<file path="src/rtl/ordered_array_list_engine_core_assert.svh">
// Assertion macros shared by the ordered list engine RTL.
// Every macro samples on i_clk and is switched off while i_rst_n is low.
`ifndef ORDERED_ARRAY_LIST_ENGINE_CORE_ASSERT_SVH
`define ORDERED_ARRAY_LIST_ENGINE_CORE_ASSERT_SVH

// Condition must hold whenever the antecedent holds, same edge
`define OAL_ASSERT_NOW(label, ante, cons, msg) \
    label: assert property (@(posedge i_clk) disable iff (!i_rst_n) \
        (ante) |-> (cons)) else $error(msg);

// Condition must hold on the edge after the antecedent
`define OAL_ASSERT_NEXT(label, ante, cons, msg) \
    label: assert property (@(posedge i_clk) disable iff (!i_rst_n) \
        (ante) |=> (cons)) else $error(msg);

`endif

</file>
<file path="src/rtl/oal_pkg.sv">
// Package for the ordered list engine: sizes, codes, microword layout
// and the microcode ROM. No dependencies.
package oal_pkg;

    // Sizes
    localparam int DEPTH  = 16;
    localparam int IDX_W  = $clog2(DEPTH);
    localparam int PTR_W  = $clog2(DEPTH + 1);
    localparam int POS_W  = 5;
    localparam int CMP_W  = PTR_W + POS_W;
    localparam int DATA_W = 32;
    localparam int STEP_W = 5;

    typedef logic [STEP_W-1:0] t_step;

    // Request and status codes
    typedef enum logic [1:0] {
        REQ_INSERT = 2'd0,
        REQ_DELETE = 2'd1,
        REQ_SEARCH = 2'd2,
        REQ_UPDATE = 2'd3
    } t_req;

    typedef enum logic [1:0] {
        ST_OK       = 2'd0,
        ST_BADPOS   = 2'd1,
        ST_FULL     = 2'd2,
        ST_NOTFOUND = 2'd3
    } t_status;

    // Jump conditions
    typedef enum logic [3:0] {
        C_NEXT,
        C_ALWAYS,
        C_FULL,
        C_BAD_INS,
        C_BAD_DEL,
        C_PTR_LT_POS,
        C_DEL_END,
        C_PTR_GE_CNT,
        C_MATCH,
        C_NOT_UPDATE
    } t_cond;

    typedef enum logic [2:0] {
        PTR_HOLD,
        PTR_CNT,
        PTR_POSM1,
        PTR_ZERO,
        PTR_INC,
        PTR_DEC
    } t_ptr_op;

    typedef enum logic [1:0] {
        RD_PTR,
        RD_PTRM1,
        RD_PTRP1,
        RD_POSM1
    } t_rd_sel;

    typedef enum logic [1:0] {
        WR_NONE,
        WR_RD_AT_PTR,
        WR_VAL_AT_POS,
        WR_REP_AT_PTR
    } t_wr_sel;

    typedef enum logic [1:0] {
        CNT_HOLD,
        CNT_INC,
        CNT_DEC
    } t_cnt_op;

    // One control word
    typedef struct packed {
        t_cond   cond;
        t_step   target;
        t_ptr_op ptr_op;
        t_rd_sel rd_sel;
        t_wr_sel wr_sel;
        t_cnt_op cnt_op;
        logic    set_status;
        t_status status;
        logic    set_found;
        logic    set_removed;
    } t_uword;

    // Sequencer to datapath
    typedef struct packed {
        logic   accept;
        logic   emit;
        logic   run;
        t_uword uw;
    } t_dp_ctl;

    // Datapath to sequencer
    typedef struct packed {
        logic full;
        logic bad_ins;
        logic bad_del;
        logic ptr_lt_pos;
        logic del_end;
        logic ptr_ge_cnt;
        logic match;
        logic not_update;
    } t_dp_flags;

    // Program addresses
    localparam t_step STEP_IDLE  = 5'd0;
    localparam t_step STEP_I0    = 5'd1;
    localparam t_step STEP_I1    = 5'd2;
    localparam t_step STEP_I2    = 5'd3;
    localparam t_step STEP_I3    = 5'd4;
    localparam t_step STEP_I4    = 5'd5;
    localparam t_step STEP_D0    = 5'd6;
    localparam t_step STEP_D1    = 5'd7;
    localparam t_step STEP_D2    = 5'd8;
    localparam t_step STEP_D3    = 5'd9;
    localparam t_step STEP_D4    = 5'd10;
    localparam t_step STEP_S0    = 5'd11;
    localparam t_step STEP_S1    = 5'd12;
    localparam t_step STEP_S2    = 5'd13;
    localparam t_step STEP_S3    = 5'd14;
    localparam t_step STEP_S4    = 5'd15;
    localparam t_step STEP_S5    = 5'd16;
    localparam t_step STEP_FFULL = 5'd17;
    localparam t_step STEP_FBAD  = 5'd18;
    localparam t_step STEP_FNF   = 5'd19;
    localparam t_step STEP_DONE  = 5'd20;
    localparam t_step STEP_LAST  = STEP_DONE;

    localparam t_uword UW_NOP = '{
        cond: C_NEXT, target: STEP_IDLE, ptr_op: PTR_HOLD, rd_sel: RD_PTR,
        wr_sel: WR_NONE, cnt_op: CNT_HOLD, set_status: 1'b0, status: ST_OK,
        set_found: 1'b0, set_removed: 1'b0
    };

    // Microcode ROM
    function automatic t_uword ucode(input t_step s);
        t_uword w;
        w = UW_NOP;
        case (s)
            // insert: check, then walk down from count moving entries up
            STEP_I0: begin
                w.cond = C_FULL;    w.target = STEP_FFULL; w.ptr_op = PTR_CNT;
            end
            STEP_I1: begin
                w.cond = C_BAD_INS; w.target = STEP_FBAD;
            end
            STEP_I2: begin
                w.cond = C_PTR_LT_POS; w.target = STEP_I4; w.rd_sel = RD_PTRM1;
            end
            STEP_I3: begin
                w.cond = C_ALWAYS; w.target = STEP_I2;
                w.wr_sel = WR_RD_AT_PTR; w.ptr_op = PTR_DEC;
            end
            STEP_I4: begin
                w.cond = C_ALWAYS; w.target = STEP_DONE;
                w.wr_sel = WR_VAL_AT_POS; w.cnt_op = CNT_INC;
            end
            // delete: fetch the victim, then walk up moving entries down
            STEP_D0: begin
                w.cond = C_BAD_DEL; w.target = STEP_FBAD;
                w.ptr_op = PTR_POSM1; w.rd_sel = RD_POSM1;
            end
            STEP_D1: begin
                w.set_removed = 1'b1;
            end
            STEP_D2: begin
                w.cond = C_DEL_END; w.target = STEP_D4; w.rd_sel = RD_PTRP1;
            end
            STEP_D3: begin
                w.cond = C_ALWAYS; w.target = STEP_D2;
                w.wr_sel = WR_RD_AT_PTR; w.ptr_op = PTR_INC;
            end
            STEP_D4: begin
                w.cond = C_ALWAYS; w.target = STEP_DONE; w.cnt_op = CNT_DEC;
            end
            // search and update: linear scan for the first match
            STEP_S0: begin
                w.ptr_op = PTR_ZERO;
            end
            STEP_S1: begin
                w.cond = C_PTR_GE_CNT; w.target = STEP_FNF; w.rd_sel = RD_PTR;
            end
            STEP_S2: begin
                w.cond = C_MATCH; w.target = STEP_S4;
            end
            STEP_S3: begin
                w.cond = C_ALWAYS; w.target = STEP_S1; w.ptr_op = PTR_INC;
            end
            STEP_S4: begin
                w.cond = C_NOT_UPDATE; w.target = STEP_DONE; w.set_found = 1'b1;
            end
            STEP_S5: begin
                w.cond = C_ALWAYS; w.target = STEP_DONE; w.wr_sel = WR_REP_AT_PTR;
            end
            // error exits
            STEP_FFULL: begin
                w.cond = C_ALWAYS; w.target = STEP_DONE;
                w.set_status = 1'b1; w.status = ST_FULL;
            end
            STEP_FBAD: begin
                w.cond = C_ALWAYS; w.target = STEP_DONE;
                w.set_status = 1'b1; w.status = ST_BADPOS;
            end
            STEP_FNF: begin
                w.cond = C_ALWAYS; w.target = STEP_DONE;
                w.set_status = 1'b1; w.status = ST_NOTFOUND;
            end
            STEP_DONE: begin
                w.cond = C_ALWAYS; w.target = STEP_IDLE;
            end
            default: begin
                w.cond = C_ALWAYS; w.target = STEP_IDLE;
            end
        endcase
        return w;
    endfunction

    // Widening helpers for compares
    function automatic logic [CMP_W-1:0] ext_ptr(input logic [PTR_W-1:0] x);
        return {{POS_W{1'b0}}, x};
    endfunction

    function automatic logic [CMP_W-1:0] ext_pos(input logic [POS_W-1:0] p);
        return {{PTR_W{1'b0}}, p};
    endfunction

    // Result fields are five bits wide whatever the depth
    function automatic logic [POS_W-1:0] out_bits(input logic [PTR_W-1:0] x);
        logic [CMP_W-1:0] t;
        t = ext_ptr(x);
        return t[POS_W-1:0];
    endfunction

endpackage

</file>
<file path="src/rtl/oal_ctrl.sv">
// Microcode sequencer for the ordered list engine: step counter, ROM
// lookup, jump selection and the beat handshakes. Depends on oal_pkg.
`include "ordered_array_list_engine_core_assert.svh"

module oal_ctrl import oal_pkg::*; (
    input  logic      i_clk,
    input  logic      i_rst_n,
    input  logic      i_in_valid,
    output logic      o_in_ready,
    input  logic [1:0] i_req_type,
    output logic      o_out_valid,
    input  logic      i_out_ready,
    input  t_dp_flags i_flags,
    output t_dp_ctl   o_ctl
);

    t_step  r_step, n_step;
    logic   r_out_valid, n_out_valid;
    t_uword uw;
    logic   accept, stall, emit, jump;

    // Control word for the current step
    assign uw = ucode(r_step);

    // Handshake: new beat only in idle, result waits for a free output slot
    assign o_in_ready = (r_step == STEP_IDLE);
    assign accept     = i_in_valid && o_in_ready;
    assign stall      = (r_step == STEP_DONE) && r_out_valid && !i_out_ready;
    assign emit       = (r_step == STEP_DONE) && !stall;

    // Jump condition select
    always_comb begin
        case (uw.cond)
            C_NEXT:       jump = 1'b0;
            C_ALWAYS:     jump = 1'b1;
            C_FULL:       jump = i_flags.full;
            C_BAD_INS:    jump = i_flags.bad_ins;
            C_BAD_DEL:    jump = i_flags.bad_del;
            C_PTR_LT_POS: jump = i_flags.ptr_lt_pos;
            C_DEL_END:    jump = i_flags.del_end;
            C_PTR_GE_CNT: jump = i_flags.ptr_ge_cnt;
            C_MATCH:      jump = i_flags.match;
            C_NOT_UPDATE: jump = i_flags.not_update;
            default:      jump = 1'b0;
        endcase
    end

    // Next step
    always_comb begin
        n_step = r_step;
        if (r_step == STEP_IDLE) begin
            if (accept) begin
                case (t_req'(i_req_type))
                    REQ_INSERT: n_step = STEP_I0;
                    REQ_DELETE: n_step = STEP_D0;
                    REQ_SEARCH: n_step = STEP_S0;
                    REQ_UPDATE: n_step = STEP_S0;
                    default:    n_step = STEP_IDLE;
                endcase
            end
        end else if (stall) begin
            n_step = r_step;
        end else if (jump) begin
            n_step = uw.target;
        end else begin
            n_step = r_step + 1'b1;
        end
    end

    // Output slot
    always_comb begin
        n_out_valid = r_out_valid;
        if (r_out_valid && i_out_ready) begin
            n_out_valid = 1'b0;
        end
        if (emit) begin
            n_out_valid = 1'b1;
        end
    end

    always_ff @(posedge i_clk) begin
        if (!i_rst_n) begin
            r_step      <= STEP_IDLE;
            r_out_valid <= 1'b0;
        end else begin
            r_step      <= n_step;
            r_out_valid <= n_out_valid;
        end
    end

    // Datapath control
    always_comb begin
        o_ctl.accept = accept;
        o_ctl.emit   = emit;
        o_ctl.run    = (r_step != STEP_IDLE) && !stall;
        o_ctl.uw     = uw;
    end

    assign o_out_valid = r_out_valid;

    // Checks
    `OAL_ASSERT_NOW(a_step_in_program, 1'b1, r_step <= STEP_LAST, "step beyond program")
    `OAL_ASSERT_NEXT(a_accept_leaves_idle, accept, r_step != STEP_IDLE, "request not dispatched")
    `OAL_ASSERT_NEXT(a_emit_fills_slot, emit, r_out_valid && r_step == STEP_IDLE,
        "result not presented")

endmodule

</file>
<file path="src/rtl/oal_dpath.sv">
// Datapath of the ordered list engine: request registers, walk pointer,
// entry count, entry memory and result registers. Depends on oal_pkg.
module oal_dpath import oal_pkg::*; (
    input  logic               i_clk,
    input  logic               i_rst_n,
    input  t_dp_ctl            i_ctl,
    input  logic [1:0]         i_req_type,
    input  logic [POS_W-1:0]   i_position,
    input  logic signed [DATA_W-1:0] i_item_value,
    input  logic signed [DATA_W-1:0] i_replacement,
    output t_dp_flags          o_flags,
    output logic [1:0]         o_status,
    output logic [POS_W-1:0]   o_found_position,
    output logic signed [DATA_W-1:0] o_removed_value,
    output logic [POS_W-1:0]   o_entry_count
);

    // Entry store
    logic [DATA_W-1:0] mem [DEPTH];

    logic [1:0]        r_op;
    logic [POS_W-1:0]  r_pos;
    logic [DATA_W-1:0] r_val, r_rep, r_rd;
    logic [PTR_W-1:0]  r_ptr, n_ptr, r_cnt, n_cnt;
    t_status           r_status;
    logic [PTR_W-1:0]  r_found;
    logic [DATA_W-1:0] r_removed;
    logic [1:0]        r_o_status;
    logic [POS_W-1:0]  r_o_found, r_o_count;
    logic [DATA_W-1:0] r_o_removed;

    logic [CMP_W-1:0]  posm1_w;
    logic [PTR_W-1:0]  posm1, rd_full, wr_full;
    logic [IDX_W-1:0]  rd_addr, wr_addr;
    logic              wr_en;
    logic [DATA_W-1:0] wr_data;
    t_uword            uw;

    assign uw      = i_ctl.uw;
    assign posm1_w = ext_pos(r_pos) - CMP_W'(1);
    assign posm1   = posm1_w[PTR_W-1:0];

    // Flags for the sequencer
    always_comb begin
        o_flags.full       = ext_ptr(r_cnt) >= CMP_W'(DEPTH);
        o_flags.bad_ins    = (r_pos == '0) || (ext_pos(r_pos) > ext_ptr(r_cnt) + CMP_W'(1));
        o_flags.bad_del    = (r_pos == '0) || (ext_pos(r_pos) > ext_ptr(r_cnt));
        o_flags.ptr_lt_pos = ext_ptr(r_ptr) < ext_pos(r_pos);
        o_flags.del_end    = ext_ptr(r_ptr) + CMP_W'(1) >= ext_ptr(r_cnt);
        o_flags.ptr_ge_cnt = r_ptr >= r_cnt;
        o_flags.match      = r_rd == r_val;
        o_flags.not_update = t_req'(r_op) != REQ_UPDATE;
    end

    // Memory addressing
    always_comb begin
        case (uw.rd_sel)
            RD_PTR:   rd_full = r_ptr;
            RD_PTRM1: rd_full = r_ptr - 1'b1;
            RD_PTRP1: rd_full = r_ptr + 1'b1;
            RD_POSM1: rd_full = posm1;
            default:  rd_full = r_ptr;
        endcase
        rd_addr = rd_full[IDX_W-1:0];

        wr_en   = i_ctl.run;
        wr_full = r_ptr;
        wr_data = r_rd;
        case (uw.wr_sel)
            WR_NONE:       wr_en = 1'b0;
            WR_RD_AT_PTR:  wr_data = r_rd;
            WR_VAL_AT_POS: begin
                wr_full = posm1;
                wr_data = r_val;
            end
            WR_REP_AT_PTR: wr_data = r_rep;
            default:       wr_en = 1'b0;
        endcase
        wr_addr = wr_full[IDX_W-1:0];
    end

    always_ff @(posedge i_clk) begin
        if (wr_en) begin
            mem[wr_addr] <= wr_data;
        end
        r_rd <= mem[rd_addr];
    end

    // Walk pointer and count
    always_comb begin
        n_ptr = r_ptr;
        n_cnt = r_cnt;
        if (i_ctl.run) begin
            case (uw.ptr_op)
                PTR_HOLD:  n_ptr = r_ptr;
                PTR_CNT:   n_ptr = r_cnt;
                PTR_POSM1: n_ptr = posm1;
                PTR_ZERO:  n_ptr = '0;
                PTR_INC:   n_ptr = r_ptr + 1'b1;
                PTR_DEC:   n_ptr = r_ptr - 1'b1;
                default:   n_ptr = r_ptr;
            endcase
            case (uw.cnt_op)
                CNT_HOLD: n_cnt = r_cnt;
                CNT_INC:  n_cnt = r_cnt + 1'b1;
                CNT_DEC:  n_cnt = r_cnt - 1'b1;
                default:  n_cnt = r_cnt;
            endcase
        end
    end

    always_ff @(posedge i_clk) begin
        if (!i_rst_n) begin
            r_cnt <= '0;
        end else begin
            r_cnt <= n_cnt;
        end
    end

    // Request latch and result build-up
    always_ff @(posedge i_clk) begin
        r_ptr <= n_ptr;
        if (i_ctl.accept) begin
            r_op      <= i_req_type;
            r_pos     <= i_position;
            r_val     <= i_item_value;
            r_rep     <= i_replacement;
            r_status  <= ST_OK;
            r_found   <= '0;
            r_removed <= '0;
        end else if (i_ctl.run) begin
            if (uw.set_status) begin
                r_status <= uw.status;
            end
            if (uw.set_found) begin
                r_found <= r_ptr + 1'b1;
            end
            if (uw.set_removed) begin
                r_removed <= r_rd;
            end
        end
    end

    // Output register, loaded as the result beat is issued
    always_ff @(posedge i_clk) begin
        if (i_ctl.emit) begin
            r_o_status  <= r_status;
            r_o_found   <= out_bits(r_found);
            r_o_removed <= r_removed;
            r_o_count   <= out_bits(r_cnt);
        end
    end

    assign o_status         = r_o_status;
    assign o_found_position = r_o_found;
    assign o_removed_value  = r_o_removed;
    assign o_entry_count    = r_o_count;

endmodule

</file>
<file path="src/rtl/ordered_array_list_engine_core.sv">
// Ordered list engine: one request beat in, one result beat out. Each
// request runs a short microprogram that steps a simple dual-port entry
// memory (one write and one registered read per cycle). Each moved entry
// is read and then written, and each compared entry is read, compared and
// then stepped past, so timing depends on the list: full list or bad
// position requests go straight to an error exit, an insert walks down
// from the end to the position, a delete walks up from the position to
// the end, and a search scans from the front to the first match or the
// end. A new request is taken once the previous one has put its result
// into the output register. Depends on oal_pkg, oal_ctrl, oal_dpath.
module ordered_array_list_engine_core import oal_pkg::*; (
    input  logic               i_clk,
    input  logic               i_rst_n,
    input  logic               i_in_valid,
    output logic               o_in_ready,
    input  logic [1:0]         i_req_type,
    input  logic [POS_W-1:0]   i_position,
    input  logic signed [DATA_W-1:0] i_item_value,
    input  logic signed [DATA_W-1:0] i_replacement,
    output logic               o_out_valid,
    input  logic               i_out_ready,
    output logic [1:0]         o_status,
    output logic [POS_W-1:0]   o_found_position,
    output logic signed [DATA_W-1:0] o_removed_value,
    output logic [POS_W-1:0]   o_entry_count
);

    t_dp_ctl   ctl;
    t_dp_flags flags;

    // Sequencer
    oal_ctrl u_ctrl (
        .i_clk       (i_clk),
        .i_rst_n     (i_rst_n),
        .i_in_valid  (i_in_valid),
        .o_in_ready  (o_in_ready),
        .i_req_type  (i_req_type),
        .o_out_valid (o_out_valid),
        .i_out_ready (i_out_ready),
        .i_flags     (flags),
        .o_ctl       (ctl)
    );

    // Datapath
    oal_dpath u_dpath (
        .i_clk            (i_clk),
        .i_rst_n          (i_rst_n),
        .i_ctl            (ctl),
        .i_req_type       (i_req_type),
        .i_position       (i_position),
        .i_item_value     (i_item_value),
        .i_replacement    (i_replacement),
        .o_flags          (flags),
        .o_status         (o_status),
        .o_found_position (o_found_position),
        .o_removed_value  (o_removed_value),
        .o_entry_count    (o_entry_count)
    );

endmodule
</file>
<file path="config.mk">
export PLATFORM = sky130hd
export DESIGN_NAME = ordered_array_list_engine_core
export DESIGN_NICKNAME = d
export VERILOG_FILES = /design/src/rtl/oal_pkg.sv /design/src/rtl/oal_ctrl.sv /design/src/rtl/oal_dpath.sv /design/src/rtl/ordered_array_list_engine_core.sv
export VERILOG_INCLUDE_DIRS = /design/src /design/src/rtl
export SDC_FILE = /design/constraint.sdc
export NUM_CORES = 1
export LEC_CHECK = 0
export BUFFER_PORTS_ARGS = -buffer_cell sky130_fd_sc_hd__buf_2
export CORE_ASPECT_RATIO = 2
export CORE_UTILIZATION = 55
export DETAILED_ROUTE_END_ITERATION = 7
export PLACE_DENSITY = 0.84
export SYNTH_ARGS = -nofsm -noshare
export SYNTH_HDL_FRONTEND = slang
export SYNTH_HIERARCHICAL = 1
export SYNTH_SLANG_ARGS = --single-unit
</file>
<file path="constraint.sdc">
create_clock -name i_clk -period 4.6 [get_ports i_clk]
set_clock_uncertainty 0.15 [all_clocks]
set_input_delay 0.46 -clock i_clk [delete_from_list [all_inputs] [get_ports i_clk]]
set_output_delay 0.46 -clock i_clk [all_outputs]
set_load 0.01 [all_outputs]
</file>
==> impl_metrics.toml <==
[critical_path]
reg2regPathDepth = 15
crit_type = "flip-flop to flip-flop"
cp-start-kind = "flip-flop"
cp_cell_sequence = "inv_1 -> ha_1 -> inv_1 -> ha_1 -> nor2b_1 -> o21a_1 -> o21ai_0 -> nand2b_1 -> a21oi_1 -> o21ai_0 -> or4_1 -> nand4_1 -> a21oi_4 -> mux2_2 -> o211a_1"
cp_top_family = "compound AO/OA/AOI/OAI gates"
crit_fanout = 6
cp_slowest_cell = "o21ai_0"
cp.arrival_ns = 4.53
r2r_end = "u_ctrl/r_step[0]"
crit_buf_inv = 2
end_kind = "flip-flop"
required_ns = 4.96
slowest_delay_ns = 0.65
r2r-start = "u_dpath/r_cnt[1]"
rrSetupSlack_ns = 0.43

[timing]
rsz0062_at_grt = "false"
setup-tns-final_ns = 0
hold_viol = 0
slew_headroom_pct = 23.1
worst_pin_slew_ns = 1.15
slew_violations = 0
finalSetupViolCount = 0
finalCriticalPeriod_ns = 4.17
finalCritPeriodShare_pct = 90.7
fmax_mhz = 240

[synthesis]
synth_compound_area_share_pct = 10.1
synthCells = 2004
synth_nets = 2118
synthSimpleGateAreaFrac_pct = 6.76
synth_top_area_share_pct = 65.6
synthFlopType = "edfxtp_1"
synth_top_area_cell = "edfxtp_1"
synth_most_common_cell = "edfxtp_1"
ys_seq_elements = 714
syn_avg_cell_area_sq_um = 14.4
syn-cell-area_sq_um = 28900
ys_seq_area_share_pct = 71.2
synth_fa_ha_area_share_pct = 1.71
synth_edf_count = 632
synthTopCellsByCount = "edfxtp_1, nand2_1, a21oi_1"
synthXorXnorAreaFrac_pct = 1.51
ys_types = 70
synth_mux_area_share_pct = 6.02
netlist_top_cells_area = "edfxtp_1, mux2i_1, dfxtp_1"
async_flop_share_pct = 0
synth_top_family_by_area = "compound AO/OA/AOI/OAI gates"
ys.warnings.count = 6

[routing]
first_iter_violations = 2647
first_pass_iters = 8
ant_nets = 0
routed-via-count = 18810
post-route-drc-count = 0
drt_wl_total_um = 76100
via_per_inst = 6.48
wl_per_cell_um = 26.2

[run_status]
run_status = "complete, no violations"

[finish]
syn_to_final_growth_pct = 15.1
nets = 2310
drive_gt1_share_pct = 14.0
utilization_pct = 64.3
n_fill_cell = 3432
post-route-cell-area_sq_um = 33300
n_antenna_cell = 0

[floorplan]
fp.coreArea_sq_um = 51800
fp.dieW_um = 164
fp.dieArea_sq_um = 53600
die_h_um = 326
ios = 121
initial_core_util_pct = 55.8
num_rows = 118

[global_routing]
grt_antenna_before_repair = 0
grt_pass1_wl_um = 112000
track_usage_pct = 28.5
grt-ovfl-total = 0
grt_start_max_net_pins = 75
grt_pass1_vias = 18973

[worst_hold_path]
hold_path_depth = 3
hold_class = "primary input to flip-flop"
whs_endpoint = "u_ctrl/o_out_valid"
min_from = "i_out_ready"

[clock_tree]
max-clock-path-buffers = 3
cts_max_level = 2
clkSlewWorstSetupHoldPaths_ns = 0.07
cts_tree = "done"
cts_sinks = 714
clk_latency_ns = 0.63
cts-root-buf = "clkbuf_16"
cts_resized = 0
cts_buffers = 57

[job]
maxCapViolCount = 0

[pwr]
vdd_ir_drop_max_v = 0.000771
power_density_nw_per_um2 = 679
p_leak_nw = 11.6

[place]
gp_congestion = 0.954
dp_hpwl_um = 44100
postPlaceCellArea_sq_um = 30700
port_buffers = 120
==> worst min-delay path: cells and delay by family <==
family | cells | cell delay [ns]
compound gates | 1 | 0.17
buf+inv | 1 | 0.09
simple gates | 1 | 0.09
==> cells by family (layout without fill, tap and decap cells) <==
family | count (synthesis) | after routing
AO/OA/AOI/OAI | 437 | 437
XOR/XNOR | 50 | 50
adder cells (fa/ha/maj) | 39 | 39
buffers and inverters | 158 | 396
flip-flops | 714 | 714
multiplexers | 174 | 174
AND/OR/NAND/NOR | 432 | 432
==> final cells by class <==
cell class	instances	area, sq um	area share [%]
flip-flops and latches	714	20600	61.9
repair buffers	264	2200	6.60
well taps	660	826	2.48
inverters	27	101	0.304
multi-input cells	1132	7710	23.1
clock buffers	79	1610	4.84
clock inverters	26	250	0.751
==> routing by layer <==
layer / GRT usage (%) / part of all wire (%) / vias to the layer above
met5: 0 / 0 / -
met4: 20.1 / 7.7 / 0
met3: 4.93 / 9.5 / 357
met2: 48.0 / 50 / 1287
met1: 32.6 / 33 / 9118
li1: - / - / 8048
==> metrics by stage <==
stage	hold slack [ns]	power [W]	setup WS (ns)	std cells
final	0.0683	0.0226	0.430	2902
after global routing	0.0798	0.0234	0.336	2902
after CTS	0.0460	0.0224	0.589	2902
after detailed placement	0.263	0.0175	0.629	2725
after global placement	0.263	0.0171	0.775	2725
after floorplan	0.258	0.0148	0.336	2004
==> layout by cell type (no fill, tap or decap), types with 24 or more instances in the layout <==
cell type      synthesis  routed
nor2_1                84      67
a21oi_1              214     214
mux2i_1              173     173
dfxtp_1               82      82
xor2_1                36      36
o21ai_0               24      24
edfxtp_1             632     632
buf_4                 17      45
a221oi_1             132     132
ha_1                  38      38
clkbuf_16              0      59
dlygate4sd3_1          0      72
buf_2                 19     120
or4_1                 33      33
nand2_1              232     231
inv_1                 27      27
buf_12                 0      27
==> power by group <==
group	internal [W]	switching [W]	leakage, nW	total (W)
clock	0.00268	0.00225	0.910	0.00493
combinational	0.00284	0.00561	4.31	0.00845
sequential	0.00871	0.000553	6.34	0.00926
total	0.0142	0.00841	11.6	0.0226
==> worst max-delay path by stage <==
stage / from / to / slack [ns] / cells past startpoint
after floorplan: u_ctrl/r_step[2] / u_dpath/mem[7][0] / 0.34 / 13
after global placement: u_ctrl/r_step[1] / u_dpath/r_rd[3] / 0.78 / 11
after detailed placement: u_ctrl/r_step[1] / u_dpath/r_rd[16] / 0.63 / 11
after CTS: u_ctrl/r_step[1] / u_dpath/r_rd[16] / 0.59 / 11
after global routing: u_ctrl/r_step[1] / u_dpath/r_rd[16] / 0.34 / 11
final: u_dpath/r_cnt[1] / u_ctrl/r_step[0] / 0.43 / 15
==> registers in the layout, summed over array words and instances (netlist names), 32 cells and up <==
name	cells
u_dpath/r_removed	32
u_dpath/r_rd	32
u_dpath/r_val	32
u_dpath/r_rep	32
u_dpath/mem	512
u_dpath/o_removed_value	32
==> repair_timing <==
| item | 4_1_cts | 5_1_grt |
|---|---|---|
| endpoints found under the hold margin | 72 | 0 |
| setup buffers | 0 | 0 |
| hold buffers | 72 | 0 |
(Power assumes the default switching activity.)
